<file path="config.mk">
export PLATFORM = sky130hd
export DESIGN_NAME = pedersen_share_verifier_unit
export DESIGN_NICKNAME = d
export VERILOG_FILES = /design/src/pvs_pkg.sv /design/src/pvs_modmul.sv /design/src/pvs_datapath.sv /design/src/pvs_controller.sv /design/src/pedersen_share_verifier_unit.sv
export SDC_FILE = /design/constraint.sdc
export NUM_CORES = 2
export LEC_CHECK = 0
export ABC_AREA = 0
export BUFFER_PORTS_ARGS = -buffer_cell sky130_fd_sc_hd__buf_2
export CORE_MARGIN = 2
export CORE_UTILIZATION = 58
export DETAILED_ROUTE_END_ITERATION = 8
export PLACE_DENSITY = 0.75
export SETUP_SLACK_MARGIN = 0.05
export SYNTH_ARGS = -nofsm -noshare
export SYNTH_HDL_FRONTEND = slang
export SYNTH_SLANG_ARGS = --single-unit
</file>
<file path="constraint.sdc">
create_clock -name clk -period 21 [get_ports clk]
set_input_delay 2.1 -clock clk [delete_from_list [all_inputs] [get_ports clk]]
set_output_delay 2.1 -clock clk [all_outputs]
set_load 0.02 [all_outputs]
</file>
<file path="src/pvs_pkg.sv">
`timescale 1ns / 1ps
package pvs_pkg;

  // Group and exponent moduli, with 2^20 mod P and 2^18 mod Q for folding
  parameter logic [19:0] GROUP_P = 20'd1000003;
  parameter logic [19:0] ORDER_Q = 20'd166667;
  parameter logic [16:0] FOLD_P  = 17'd48573;
  parameter logic [16:0] FOLD_Q  = 17'd95477;

  parameter int MAX_THRESHOLD = 5;
  parameter int MAX_PARTIES   = 1023;

  // Register indexes
  parameter logic [2:0] REG_GEN_G     = 3'd0;
  parameter logic [2:0] REG_GEN_H     = 3'd1;
  parameter logic [2:0] REG_THRESHOLD = 3'd2;
  parameter logic [2:0] REG_COEFF_0   = 3'd3;
  parameter logic [2:0] REG_COEFF_1   = 3'd4;
  parameter logic [2:0] REG_COEFF_2   = 3'd5;
  parameter logic [2:0] REG_COEFF_3   = 3'd6;
  parameter logic [2:0] REG_COEFF_4   = 3'd7;

  parameter logic [19:0] RST_GEN_G     = 20'd14;
  parameter logic [19:0] RST_GEN_H     = 20'd114;
  parameter logic [2:0]  RST_THRESHOLD = 3'd5;
  parameter logic [19:0] RST_COEFF     = 20'd1;

  typedef enum logic [3:0] {
    ST_IDLE, ST_POW_INIT, ST_POW_TEST, ST_ACC_WAIT, ST_SQ_GO,
    ST_SQ_WAIT, ST_COMB_WAIT, ST_NEXT, ST_IPOW_WAIT, ST_DONE
  } ctrl_state_t;

  typedef enum logic [1:0] {PH_G, PH_H, PH_E} phase_t;

  typedef enum logic [2:0] {
    MUL_ACC, MUL_SQ, MUL_COMMIT, MUL_EXP, MUL_IPOW
  } mul_op_t;

  typedef enum logic [1:0] {MM_IDLE, MM_MUL, MM_FOLD, MM_FIX} mm_state_t;

  typedef struct packed {
    logic       load;
    logic       pow_init;
    phase_t     base_sel;
    logic       save_commit;
    logic       mul_start;
    mul_op_t    mul_op;
    logic       exp_shift;
    logic       publish;
    logic [2:0] coeff_sel;
  } cmd_t;

  typedef struct packed {
    logic       exp_zero;
    logic       exp_lsb;
    logic       mul_done;
    logic       op;
    logic [2:0] thr;
  } status_t;

  // One conditional subtract: inputs stay below 2P
  function automatic logic [19:0] red_p(input logic [19:0] x);
    logic [19:0] r;
    r = (x >= GROUP_P) ? (x - GROUP_P) : x;
    return r;
  endfunction

  // One conditional subtract: inputs stay below 2Q
  function automatic logic [17:0] red_q(input logic [17:0] x);
    logic [19:0] w;
    w = {2'b00, x};
    if (w >= ORDER_Q) begin
      w = w - ORDER_Q;
    end
    return w[17:0];
  endfunction

endpackage

</file>
<file path="src/pvs_modmul.sv">
`timescale 1ns / 1ps
module pvs_modmul (
  input  logic        clk,
  input  logic        rst,
  input  logic        start,
  input  logic        mod_q,
  input  logic [19:0] a,
  input  logic [19:0] b,
  output logic        done,
  output logic [19:0] result
);

  pvs_pkg::mm_state_t state, state_next;
  logic [19:0] a_r, b_r;
  logic        q_r;
  logic [40:0] r;
  logic [22:0] hi;
  logic [19:0] lo;
  logic [16:0] fold_c;
  logic [19:0] modulus;

  // Split point and fold constant per modulus
  always_comb begin
    hi      = q_r ? r[40:18] : {2'b00, r[40:20]};
    lo      = q_r ? {2'b00, r[17:0]} : r[19:0];
    fold_c  = q_r ? pvs_pkg::FOLD_Q : pvs_pkg::FOLD_P;
    modulus = q_r ? pvs_pkg::ORDER_Q : pvs_pkg::GROUP_P;
  end

  // Sequencer: multiply, fold high part down, final subtract
  always_comb begin
    state_next = state;
    done       = 1'b0;
    case (state)
      pvs_pkg::MM_IDLE: if (start) state_next = pvs_pkg::MM_MUL;
      pvs_pkg::MM_MUL:  state_next = pvs_pkg::MM_FOLD;
      pvs_pkg::MM_FOLD: if (hi == 23'd0) state_next = pvs_pkg::MM_FIX;
      pvs_pkg::MM_FIX: begin
        done       = 1'b1;
        state_next = pvs_pkg::MM_IDLE;
      end
      default: state_next = pvs_pkg::MM_IDLE;
    endcase
  end

  assign result = (r[19:0] >= modulus) ? (r[19:0] - modulus) : r[19:0];

  always_ff @(posedge clk) begin
    if (rst) begin
      state <= pvs_pkg::MM_IDLE;
    end else begin
      state <= state_next;
    end
  end

  // Operand and working registers
  always_ff @(posedge clk) begin
    if (state == pvs_pkg::MM_IDLE && start) begin
      a_r <= a;
      b_r <= b;
      q_r <= mod_q;
    end
    if (state == pvs_pkg::MM_MUL) begin
      r <= 41'(a_r * b_r);
    end else if (state == pvs_pkg::MM_FOLD && hi != 23'd0) begin
      r <= 41'(hi * fold_c) + 41'(lo);
    end
  end

endmodule

</file>
<file path="src/pvs_datapath.sv">
`timescale 1ns / 1ps
module pvs_datapath (
  input  logic             clk,
  input  logic             rst,
  input  logic             cfg_write,
  input  logic [2:0]       cfg_index,
  input  logic [19:0]      cfg_data,
  input  logic             operation,
  input  logic [9:0]       share_index,
  input  logic [17:0]      secret_part,
  input  logic [17:0]      blinding_part,
  input  pvs_pkg::cmd_t    cmd,
  output pvs_pkg::status_t status,
  output logic [19:0]      commit_value,
  output logic [19:0]      expected_value,
  output logic             share_valid
);

  // Configuration registers
  logic [19:0] gen_g, gen_h, coeff0;
  logic [19:0] coeff_hi [0:3];
  logic [2:0]  thr;

  // Working registers
  logic        op_r;
  logic [9:0]  idx_r;
  logic [17:0] s_r, t_r, pexp, ipow;
  logic [19:0] pacc, psq, commit_r, expected_r;
  pvs_pkg::mul_op_t dest_op;

  logic [19:0] mul_a, mul_b, mul_res;
  logic        mul_q, mul_done;
  logic [2:0]  j_m1;
  logic [19:0] coeff_sel_val;

  always_ff @(posedge clk) begin
    if (rst) begin
      gen_g       <= pvs_pkg::RST_GEN_G;
      gen_h       <= pvs_pkg::RST_GEN_H;
      thr         <= pvs_pkg::RST_THRESHOLD;
      coeff0      <= pvs_pkg::RST_COEFF;
      coeff_hi[0] <= pvs_pkg::RST_COEFF;
      coeff_hi[1] <= pvs_pkg::RST_COEFF;
      coeff_hi[2] <= pvs_pkg::RST_COEFF;
      coeff_hi[3] <= pvs_pkg::RST_COEFF;
    end else if (cfg_write) begin
      case (cfg_index)
        pvs_pkg::REG_GEN_G:     gen_g       <= cfg_data;
        pvs_pkg::REG_GEN_H:     gen_h       <= cfg_data;
        pvs_pkg::REG_THRESHOLD: thr         <= cfg_data[2:0];
        pvs_pkg::REG_COEFF_0:   coeff0      <= cfg_data;
        pvs_pkg::REG_COEFF_1:   coeff_hi[0] <= cfg_data;
        pvs_pkg::REG_COEFF_2:   coeff_hi[1] <= cfg_data;
        pvs_pkg::REG_COEFF_3:   coeff_hi[2] <= cfg_data;
        pvs_pkg::REG_COEFF_4:   coeff_hi[3] <= cfg_data;
        default: ;
      endcase
    end
  end

  // Coefficient commitment for the current term j (1..4)
  assign j_m1          = cmd.coeff_sel - 3'd1;
  assign coeff_sel_val = coeff_hi[j_m1[1:0]];

  // Multiplier operand select
  always_comb begin
    mul_q = 1'b0;
    case (cmd.mul_op)
      pvs_pkg::MUL_ACC:    begin mul_a = pacc;       mul_b = psq;  end
      pvs_pkg::MUL_SQ:     begin mul_a = psq;        mul_b = psq;  end
      pvs_pkg::MUL_COMMIT: begin mul_a = commit_r;   mul_b = pacc; end
      pvs_pkg::MUL_EXP:    begin mul_a = expected_r; mul_b = pacc; end
      pvs_pkg::MUL_IPOW: begin
        mul_a = {2'b00, ipow};
        mul_b = {10'd0, idx_r};
        mul_q = 1'b1;
      end
      default:             begin mul_a = pacc;       mul_b = psq;  end
    endcase
  end

  pvs_modmul u_mul (
    .clk    (clk),
    .rst    (rst),
    .start  (cmd.mul_start),
    .mod_q  (mul_q),
    .a      (mul_a),
    .b      (mul_b),
    .done   (mul_done),
    .result (mul_res)
  );

  // Item registers and exponentiation state
  always_ff @(posedge clk) begin
    if (cmd.load) begin
      op_r       <= operation;
      idx_r      <= share_index;
      s_r        <= pvs_pkg::red_q(secret_part);
      t_r        <= pvs_pkg::red_q(blinding_part);
      expected_r <= pvs_pkg::red_p(coeff0);
      ipow       <= 18'd1;
    end
    if (cmd.pow_init) begin
      pacc <= 20'd1;
      case (cmd.base_sel)
        pvs_pkg::PH_G: begin psq <= pvs_pkg::red_p(gen_g); pexp <= s_r; end
        pvs_pkg::PH_H: begin psq <= pvs_pkg::red_p(gen_h); pexp <= t_r; end
        default:       begin psq <= pvs_pkg::red_p(coeff_sel_val); pexp <= ipow; end
      endcase
    end
    if (cmd.save_commit) begin
      commit_r <= pacc;
    end
    if (cmd.exp_shift) begin
      pexp <= {1'b0, pexp[17:1]};
    end
    if (cmd.mul_start) begin
      dest_op <= cmd.mul_op;
    end
    if (mul_done) begin
      case (dest_op)
        pvs_pkg::MUL_ACC:    pacc       <= mul_res;
        pvs_pkg::MUL_SQ:     psq        <= mul_res;
        pvs_pkg::MUL_COMMIT: commit_r   <= mul_res;
        pvs_pkg::MUL_EXP:    expected_r <= mul_res;
        pvs_pkg::MUL_IPOW:   ipow       <= mul_res[17:0];
        default: ;
      endcase
    end
    // Output register
    if (cmd.publish) begin
      commit_value   <= commit_r;
      expected_value <= op_r ? expected_r : 20'd0;
      share_valid    <= op_r && (idx_r != 10'd0) &&
                        (int'(idx_r) <= pvs_pkg::MAX_PARTIES) &&
                        (expected_r == commit_r);
    end
  end

  // Status back to the controller; threshold clamped to 1..MAX_THRESHOLD
  always_comb begin
    status.exp_zero = (pexp == 18'd0);
    status.exp_lsb  = pexp[0];
    status.mul_done = mul_done;
    status.op       = op_r;
    if (thr == 3'd0) begin
      status.thr = 3'd1;
    end else if (int'(thr) > pvs_pkg::MAX_THRESHOLD) begin
      status.thr = 3'(pvs_pkg::MAX_THRESHOLD);
    end else begin
      status.thr = thr;
    end
  end

endmodule

</file>
<file path="src/pvs_controller.sv">
`timescale 1ns / 1ps
module pvs_controller (
  input  logic             clk,
  input  logic             rst,
  input  logic             in_valid,
  output logic             in_stall,
  output logic             out_valid,
  input  logic             out_stall,
  input  pvs_pkg::status_t status,
  output pvs_pkg::cmd_t    cmd
);

  pvs_pkg::ctrl_state_t state, state_next;
  pvs_pkg::phase_t      phase, phase_next;
  logic [2:0]           j, j_next;
  logic                 out_valid_next;

  assign in_stall = (state != pvs_pkg::ST_IDLE);

  // Next state and commands
  always_comb begin
    state_next    = state;
    phase_next    = phase;
    j_next        = j;
    cmd           = '0;
    cmd.base_sel  = phase;
    cmd.coeff_sel = j;
    cmd.mul_op    = pvs_pkg::MUL_ACC;
    case (state)
      pvs_pkg::ST_IDLE: begin
        if (in_valid) begin
          cmd.load   = 1'b1;
          phase_next = pvs_pkg::PH_G;
          state_next = pvs_pkg::ST_POW_INIT;
        end
      end
      pvs_pkg::ST_POW_INIT: begin
        cmd.pow_init = 1'b1;
        state_next   = pvs_pkg::ST_POW_TEST;
      end
      pvs_pkg::ST_POW_TEST: begin
        if (status.exp_zero) begin
          case (phase)
            pvs_pkg::PH_G: begin
              cmd.save_commit = 1'b1;
              phase_next      = pvs_pkg::PH_H;
              state_next      = pvs_pkg::ST_POW_INIT;
            end
            pvs_pkg::PH_H: begin
              cmd.mul_start = 1'b1;
              cmd.mul_op    = pvs_pkg::MUL_COMMIT;
              state_next    = pvs_pkg::ST_COMB_WAIT;
            end
            default: begin
              cmd.mul_start = 1'b1;
              cmd.mul_op    = pvs_pkg::MUL_EXP;
              state_next    = pvs_pkg::ST_COMB_WAIT;
            end
          endcase
        end else if (status.exp_lsb) begin
          cmd.mul_start = 1'b1;
          cmd.mul_op    = pvs_pkg::MUL_ACC;
          state_next    = pvs_pkg::ST_ACC_WAIT;
        end else begin
          cmd.mul_start = 1'b1;
          cmd.mul_op    = pvs_pkg::MUL_SQ;
          state_next    = pvs_pkg::ST_SQ_WAIT;
        end
      end
      pvs_pkg::ST_ACC_WAIT: begin
        if (status.mul_done) state_next = pvs_pkg::ST_SQ_GO;
      end
      pvs_pkg::ST_SQ_GO: begin
        cmd.mul_start = 1'b1;
        cmd.mul_op    = pvs_pkg::MUL_SQ;
        state_next    = pvs_pkg::ST_SQ_WAIT;
      end
      pvs_pkg::ST_SQ_WAIT: begin
        if (status.mul_done) begin
          cmd.exp_shift = 1'b1;
          state_next    = pvs_pkg::ST_POW_TEST;
        end
      end
      pvs_pkg::ST_COMB_WAIT: begin
        if (status.mul_done) begin
          if (phase == pvs_pkg::PH_H) begin
            j_next     = 3'd1;
            state_next = status.op ? pvs_pkg::ST_NEXT : pvs_pkg::ST_DONE;
          end else begin
            j_next     = j + 3'd1;
            state_next = pvs_pkg::ST_NEXT;
          end
        end
      end
      pvs_pkg::ST_NEXT: begin
        if (j < status.thr) begin
          cmd.mul_start = 1'b1;
          cmd.mul_op    = pvs_pkg::MUL_IPOW;
          state_next    = pvs_pkg::ST_IPOW_WAIT;
        end else begin
          state_next = pvs_pkg::ST_DONE;
        end
      end
      pvs_pkg::ST_IPOW_WAIT: begin
        if (status.mul_done) begin
          phase_next = pvs_pkg::PH_E;
          state_next = pvs_pkg::ST_POW_INIT;
        end
      end
      pvs_pkg::ST_DONE: begin
        if (!out_valid || !out_stall) begin
          cmd.publish = 1'b1;
          state_next  = pvs_pkg::ST_IDLE;
        end
      end
      default: state_next = pvs_pkg::ST_IDLE;
    endcase
  end

  // Output beat flag
  always_comb begin
    if (cmd.publish) begin
      out_valid_next = 1'b1;
    end else if (!out_stall) begin
      out_valid_next = 1'b0;
    end else begin
      out_valid_next = out_valid;
    end
  end

  always_ff @(posedge clk) begin
    if (rst) begin
      state     <= pvs_pkg::ST_IDLE;
      phase     <= pvs_pkg::PH_G;
      j         <= 3'd1;
      out_valid <= 1'b0;
    end else begin
      state     <= state_next;
      phase     <= phase_next;
      j         <= j_next;
      out_valid <= out_valid_next;
    end
  end

endmodule

</file>
<file path="src/pedersen_share_verifier_unit.sv">
`timescale 1ns / 1ps
// Pedersen share verifier.
// Input channel (in_valid/in_stall) takes one share beat: operation, share_index,
// secret_part, blinding_part. The unit works one share at a time; in_stall is
// high from the accepting edge until the result is written to the output register.
// Output channel (out_valid/out_stall) carries commit_value, expected_value and
// share_valid; a stalled beat holds, and the next share is taken while it waits.
// Config port (cfg_valid/cfg_ready/cfg_index/cfg_data) is always ready; write only
// while idle.
// Every modular product runs on one shared multiplier and passes through start,
// multiply, a fold while the high part is nonzero, fold check and final subtract;
// each exponent bit costs one square, plus a multiply when the bit is set, and a
// test step. Verify mode adds up to four more exponentiations plus index products
// to the work of a commit-only share.
// Reset (rst, synchronous) returns configuration to its defaults, empties the
// output register and leaves the unit idle.
module pedersen_share_verifier_unit (
  input  logic        clk,
  input  logic        rst,
  input  logic        cfg_valid,
  output logic        cfg_ready,
  input  logic [2:0]  cfg_index,
  input  logic [19:0] cfg_data,
  input  logic        in_valid,
  output logic        in_stall,
  input  logic        operation,
  input  logic [9:0]  share_index,
  input  logic [17:0] secret_part,
  input  logic [17:0] blinding_part,
  output logic        out_valid,
  input  logic        out_stall,
  output logic [19:0] commit_value,
  output logic [19:0] expected_value,
  output logic        share_valid
);

  pvs_pkg::cmd_t    cmd;
  pvs_pkg::status_t status;

  assign cfg_ready = 1'b1;

  pvs_controller u_ctrl (
    .clk       (clk),
    .rst       (rst),
    .in_valid  (in_valid),
    .in_stall  (in_stall),
    .out_valid (out_valid),
    .out_stall (out_stall),
    .status    (status),
    .cmd       (cmd)
  );

  pvs_datapath u_dp (
    .clk            (clk),
    .rst            (rst),
    .cfg_write      (cfg_valid && cfg_ready),
    .cfg_index      (cfg_index),
    .cfg_data       (cfg_data),
    .operation      (operation),
    .share_index    (share_index),
    .secret_part    (secret_part),
    .blinding_part  (blinding_part),
    .cmd            (cmd),
    .status         (status),
    .commit_value   (commit_value),
    .expected_value (expected_value),
    .share_valid    (share_valid)
  );

endmodule

</file>
==> metrics.md <==
| Metric | Value |
|---|---|
| Status | `finished, violations left` |
| Failing checks | `design-rule violations` |
| CP Data Required Time | `roughly 21 ns` |
| Largest net degree at the start of global routing | `a little over 70` |
| Clk Latency, worst-skew pair | `between 0.6 and 0.7 ns` |
| HP Start | `u_dp.coeff0[18]$_SDFFE_PP0P_` |
| Antenna Nets Post-Route | `0` |
| Critical path buffers and inverters | `8` |
| Synth Flop Type | `edfxtp_1` |
| I/O pin total | `~120` |
| Post-CTS Resized | `0` |
| Max Slew Vio Count | `0` |
| Finished Cell Area | `49,300 sq um` |
| Startpoint types | `flip-flop` |
| GRT overflow | `0` |
| Die Ht | `about 290 microns` |
| Final hold violation count | `0` |
| Fin crit share | `42.5%` |
| Average size of a mapped cell | `9.44 sq um` |
| WP data arrival | `9.25 ns` |
| Worst reg2reg endpoint | `u_dp.u_mul.r[39]$_DFFE_PP_` |
| R2R Path Start | `u_dp.u_mul.q_r$_DFFE_PP_` |
| Cts hold-fix bufs | `0` |
| Setup Skew | `0.0357 ns` |
| Final WS setup | `12.07 ns` |
| Number of synthesized flops with an enable pin | `~270` |
| DRT Pass-1 Iters | `9` |
| Die area | `82,300 sq um` |
| Cell Area, Synth | `46,400 sq um` |
| DRT Wirelength | `125,000 microns` |
| Hold Crit Depth | `2` |
| Synthesis-stage register bit count | `444` |
| FP Rows | `around 100` |
| Synth unique cells | `97` |
| DR WL/cell | `roughly 21 microns` |
| DRT iter0 DRCs | `3,119` |
| CP endpoint kind | `flip-flop` |
| Root buf cell | `clkbuf_16` |
| Flop2flop setup slack | `12.07 ns` |
| Hold endpoint | `u_dp.coeff0[18]$_SDFFE_PP0P_` |
| Final min period | `8.93 ns` |
| Total CTS buffers | `between 40 and 50` |
| H-tree lvl count | `2` |
| Delay-heaviest family, CP | `adder cells` |
| Setup_tns | `0 ns` |
| Initial Utilization | `58.6%` |
| Critical path class | `flip-flop to flip-flop` |
| Number of port buffers | `117` |
| Synth area leader | `fa_1` |
| Largest register by flop count | `u_dp.coeff_hi` |
| Synth cell count leaders | `inv_1 (784), nand2_1 (594), fa_1 (585)` |
| RSZ-0062 raised after global routing | `false` |
| Global-route usage over all layers | `31.0%` |
| CTS tree | `done` |
| Ys Warns | `0` |
| Top Registers | `u_dp.coeff_hi: 80 flops, u_dp.u_mul.r: 41 flops` |
| Die Width | `approximately 290 microns` |
| Layout net count | `5,911` |
| Post-synthesis cell count | `4,915` |
| Post-synthesis sequential area ratio | `25.0%` |
| Layout cell share with drive strength beyond 1 | `6.58%` |
| Worst-Margin Slew | `1.20 ns` |
| Placed Area | `47,700 sq um` |
| Place WS | `12.22 ns` |
| Clk pin slew, worst setup/hold paths | `around 0.07 ns` |
| Final setup violation count | `0` |
| Area Overhead vs Synth | `6.32%` |
| Synth top area cells | `fa_1 (25%), edfxtp_1 (17%), ha_1 (9.8%)` |
| DP HPWL | `98,000 microns` |
| Max stage delay on crit path | `approximately 0.9 ns` |
| Relative max-transition margin | `19.7%` |
| Max reg flops | `80` |
| Setup Fix Bufs, Post-CTS | `0` |
| Vias | `approximately 35,000` |
| Fmax | `0.112 GHz` |
| First-pass GRT wire length | `198,000 microns` |
| Async SR Flop Fraction | `0%` |
| Final GP Congestion | `0.973` |
| CP Max Fanout | `56` |
| Max cap viols | `0` |
| Residual DRC | `1` |
| CTS Buffer Depth | `3` |
| Vias in the first global route | `35,500` |
| Vias/cell | `5.84` |
| # clock sinks | `between 400 and 500` |
| Top-count cell post-synth | `inv_1` |
| Core Box Area | `79,100 sq um` |
| Synth top area share | `25.2%` |
| Slowest cell on the critical path | `clkinv_1` |
| Hold crit path type | `flip-flop to flip-flop` |
| Antenna violations before repair | `2` |
| Path depth of the worst reg2reg path | `26` |
==> worst max-delay path by stage <==
stage	startpoint	end	slack (ns)	cells past startpoint
global route	u_dp.u_mul.q_r$_DFFE_PP_	u_dp.u_mul.r[38]$_DFFE_PP_	11.58	25
finish	u_dp.u_mul.q_r$_DFFE_PP_	u_dp.u_mul.r[39]$_DFFE_PP_	12.07	26
floorplan	u_dp.u_mul.q_r$_DFFE_PP_	u_dp.u_mul.r[38]$_DFFE_PP_	13.84	26
global placement	u_dp.u_mul.q_r$_DFFE_PP_	u_dp.u_mul.r[39]$_DFFE_PP_	12.37	26
CTS	u_dp.u_mul.q_r$_DFFE_PP_	u_dp.u_mul.r[39]$_DFFE_PP_	12.17	26
detailed placement	u_dp.u_mul.q_r$_DFFE_PP_	u_dp.u_mul.r[39]$_DFFE_PP_	12.22	26
==> worst register-to-register path, stage by stage (launching register included) <==
cell and delay [ns]:
edfxtp_1 0.32, buf_4 0.48, clkinv_1 0.91, nand2_1 0.53
inv_1 0.13, nor2_1 0.75, fa_1 0.62, fa_1 0.56
inv_1 0.05, fa_1 0.50, inv_1 0.05, fa_1 0.53
inv_1 0.05, fa_1 0.48, inv_1 0.05, fa_1 0.47
inv_1 0.04, ha_1 0.27, and3_1 0.21, nand3_1 0.09
o22a_1 0.16, nand2_1 0.13, a32o_1 0.28, o32ai_1 0.46
nor3_1 0.10, nor4_1 0.26, o21ai_0 0.16
==> stage by stage <==
stage	hold WS, ns	utilization [%]	instances
CTS	0.476	62.3	5974
detailed placement	0.461	60.3	5886
global placement	0.465	60.3	5886
floorplan	0.442	-	4921
finish	0.471	62.3	5975
global route	0.498	62.3	5974
==> cells by family (layout without fill, tap and decap cells) <==
family	after synthesis	after routing	synth area share, %
adder cells (fa/ha/maj)	950	950	35.1
XOR/XNOR	190	190	3.59
flip-flops	444	444	25.0
AO/OA/AOI/OAI	737	737	9.85
multiplexers	90	90	2.56
AND/OR/NAND/NOR	1478	1478	15.5
buffers and inverters	1024	1027	8.40
other	2	9	0.0162
==> cells in the final DEF, fill, tap and decap left out, drive strengths merged, types with 10 or more instances in the layout <==
master and instances:
clkbuf 58, edfxtp 269, clkinv 16, a211o 10
nand4 18, inv 790, nand3 72, o21ai 194
mux2 28, mux2i 42, a211oi 45, nand2 595
a22oi 14, or3 19, and2 335, and3 15
a222oi 18, nand2b 23, nand3b 10, nor2 222
nor3 52, o21bai 14, nor2b 45, nor4 26
o211ai 16, mux4 20, xnor2 109, buf 151
xor2 81, o22ai 19, a21boi 11, o21a 18
a21o 34, a21oi 254, dfxtp 175, ha 365
fa 585
==> per-layer routing <==
| metal | vias up | GRT usage, % | part of all wire (%) |
|---|---|---|---|
| met5 | - | 0 | 0 |
| met4 | 0 | 13.7 | 5.0 |
| met3 | 312 | 4.21 | 6.7 |
| met2 | 1391 | 50.9 | 47 |
| met1 | 17300 | 41.4 | 41 |
| li1 | 15900 | - | - |
==> layout make-up <==
class	instances	area [sq um]
clock buffer	58	1300
timing repair buffer	151	841
antenna	1	2.50
fill	6604	29800
clock inverter	30	334
inverter	788	2960
sequential	444	11600
multi-input combinational	3453	31000
tap	1050	1310
Power is not shown: default switching activity piles up to over one toggle a cycle in this logic, so the estimate is an artifact.
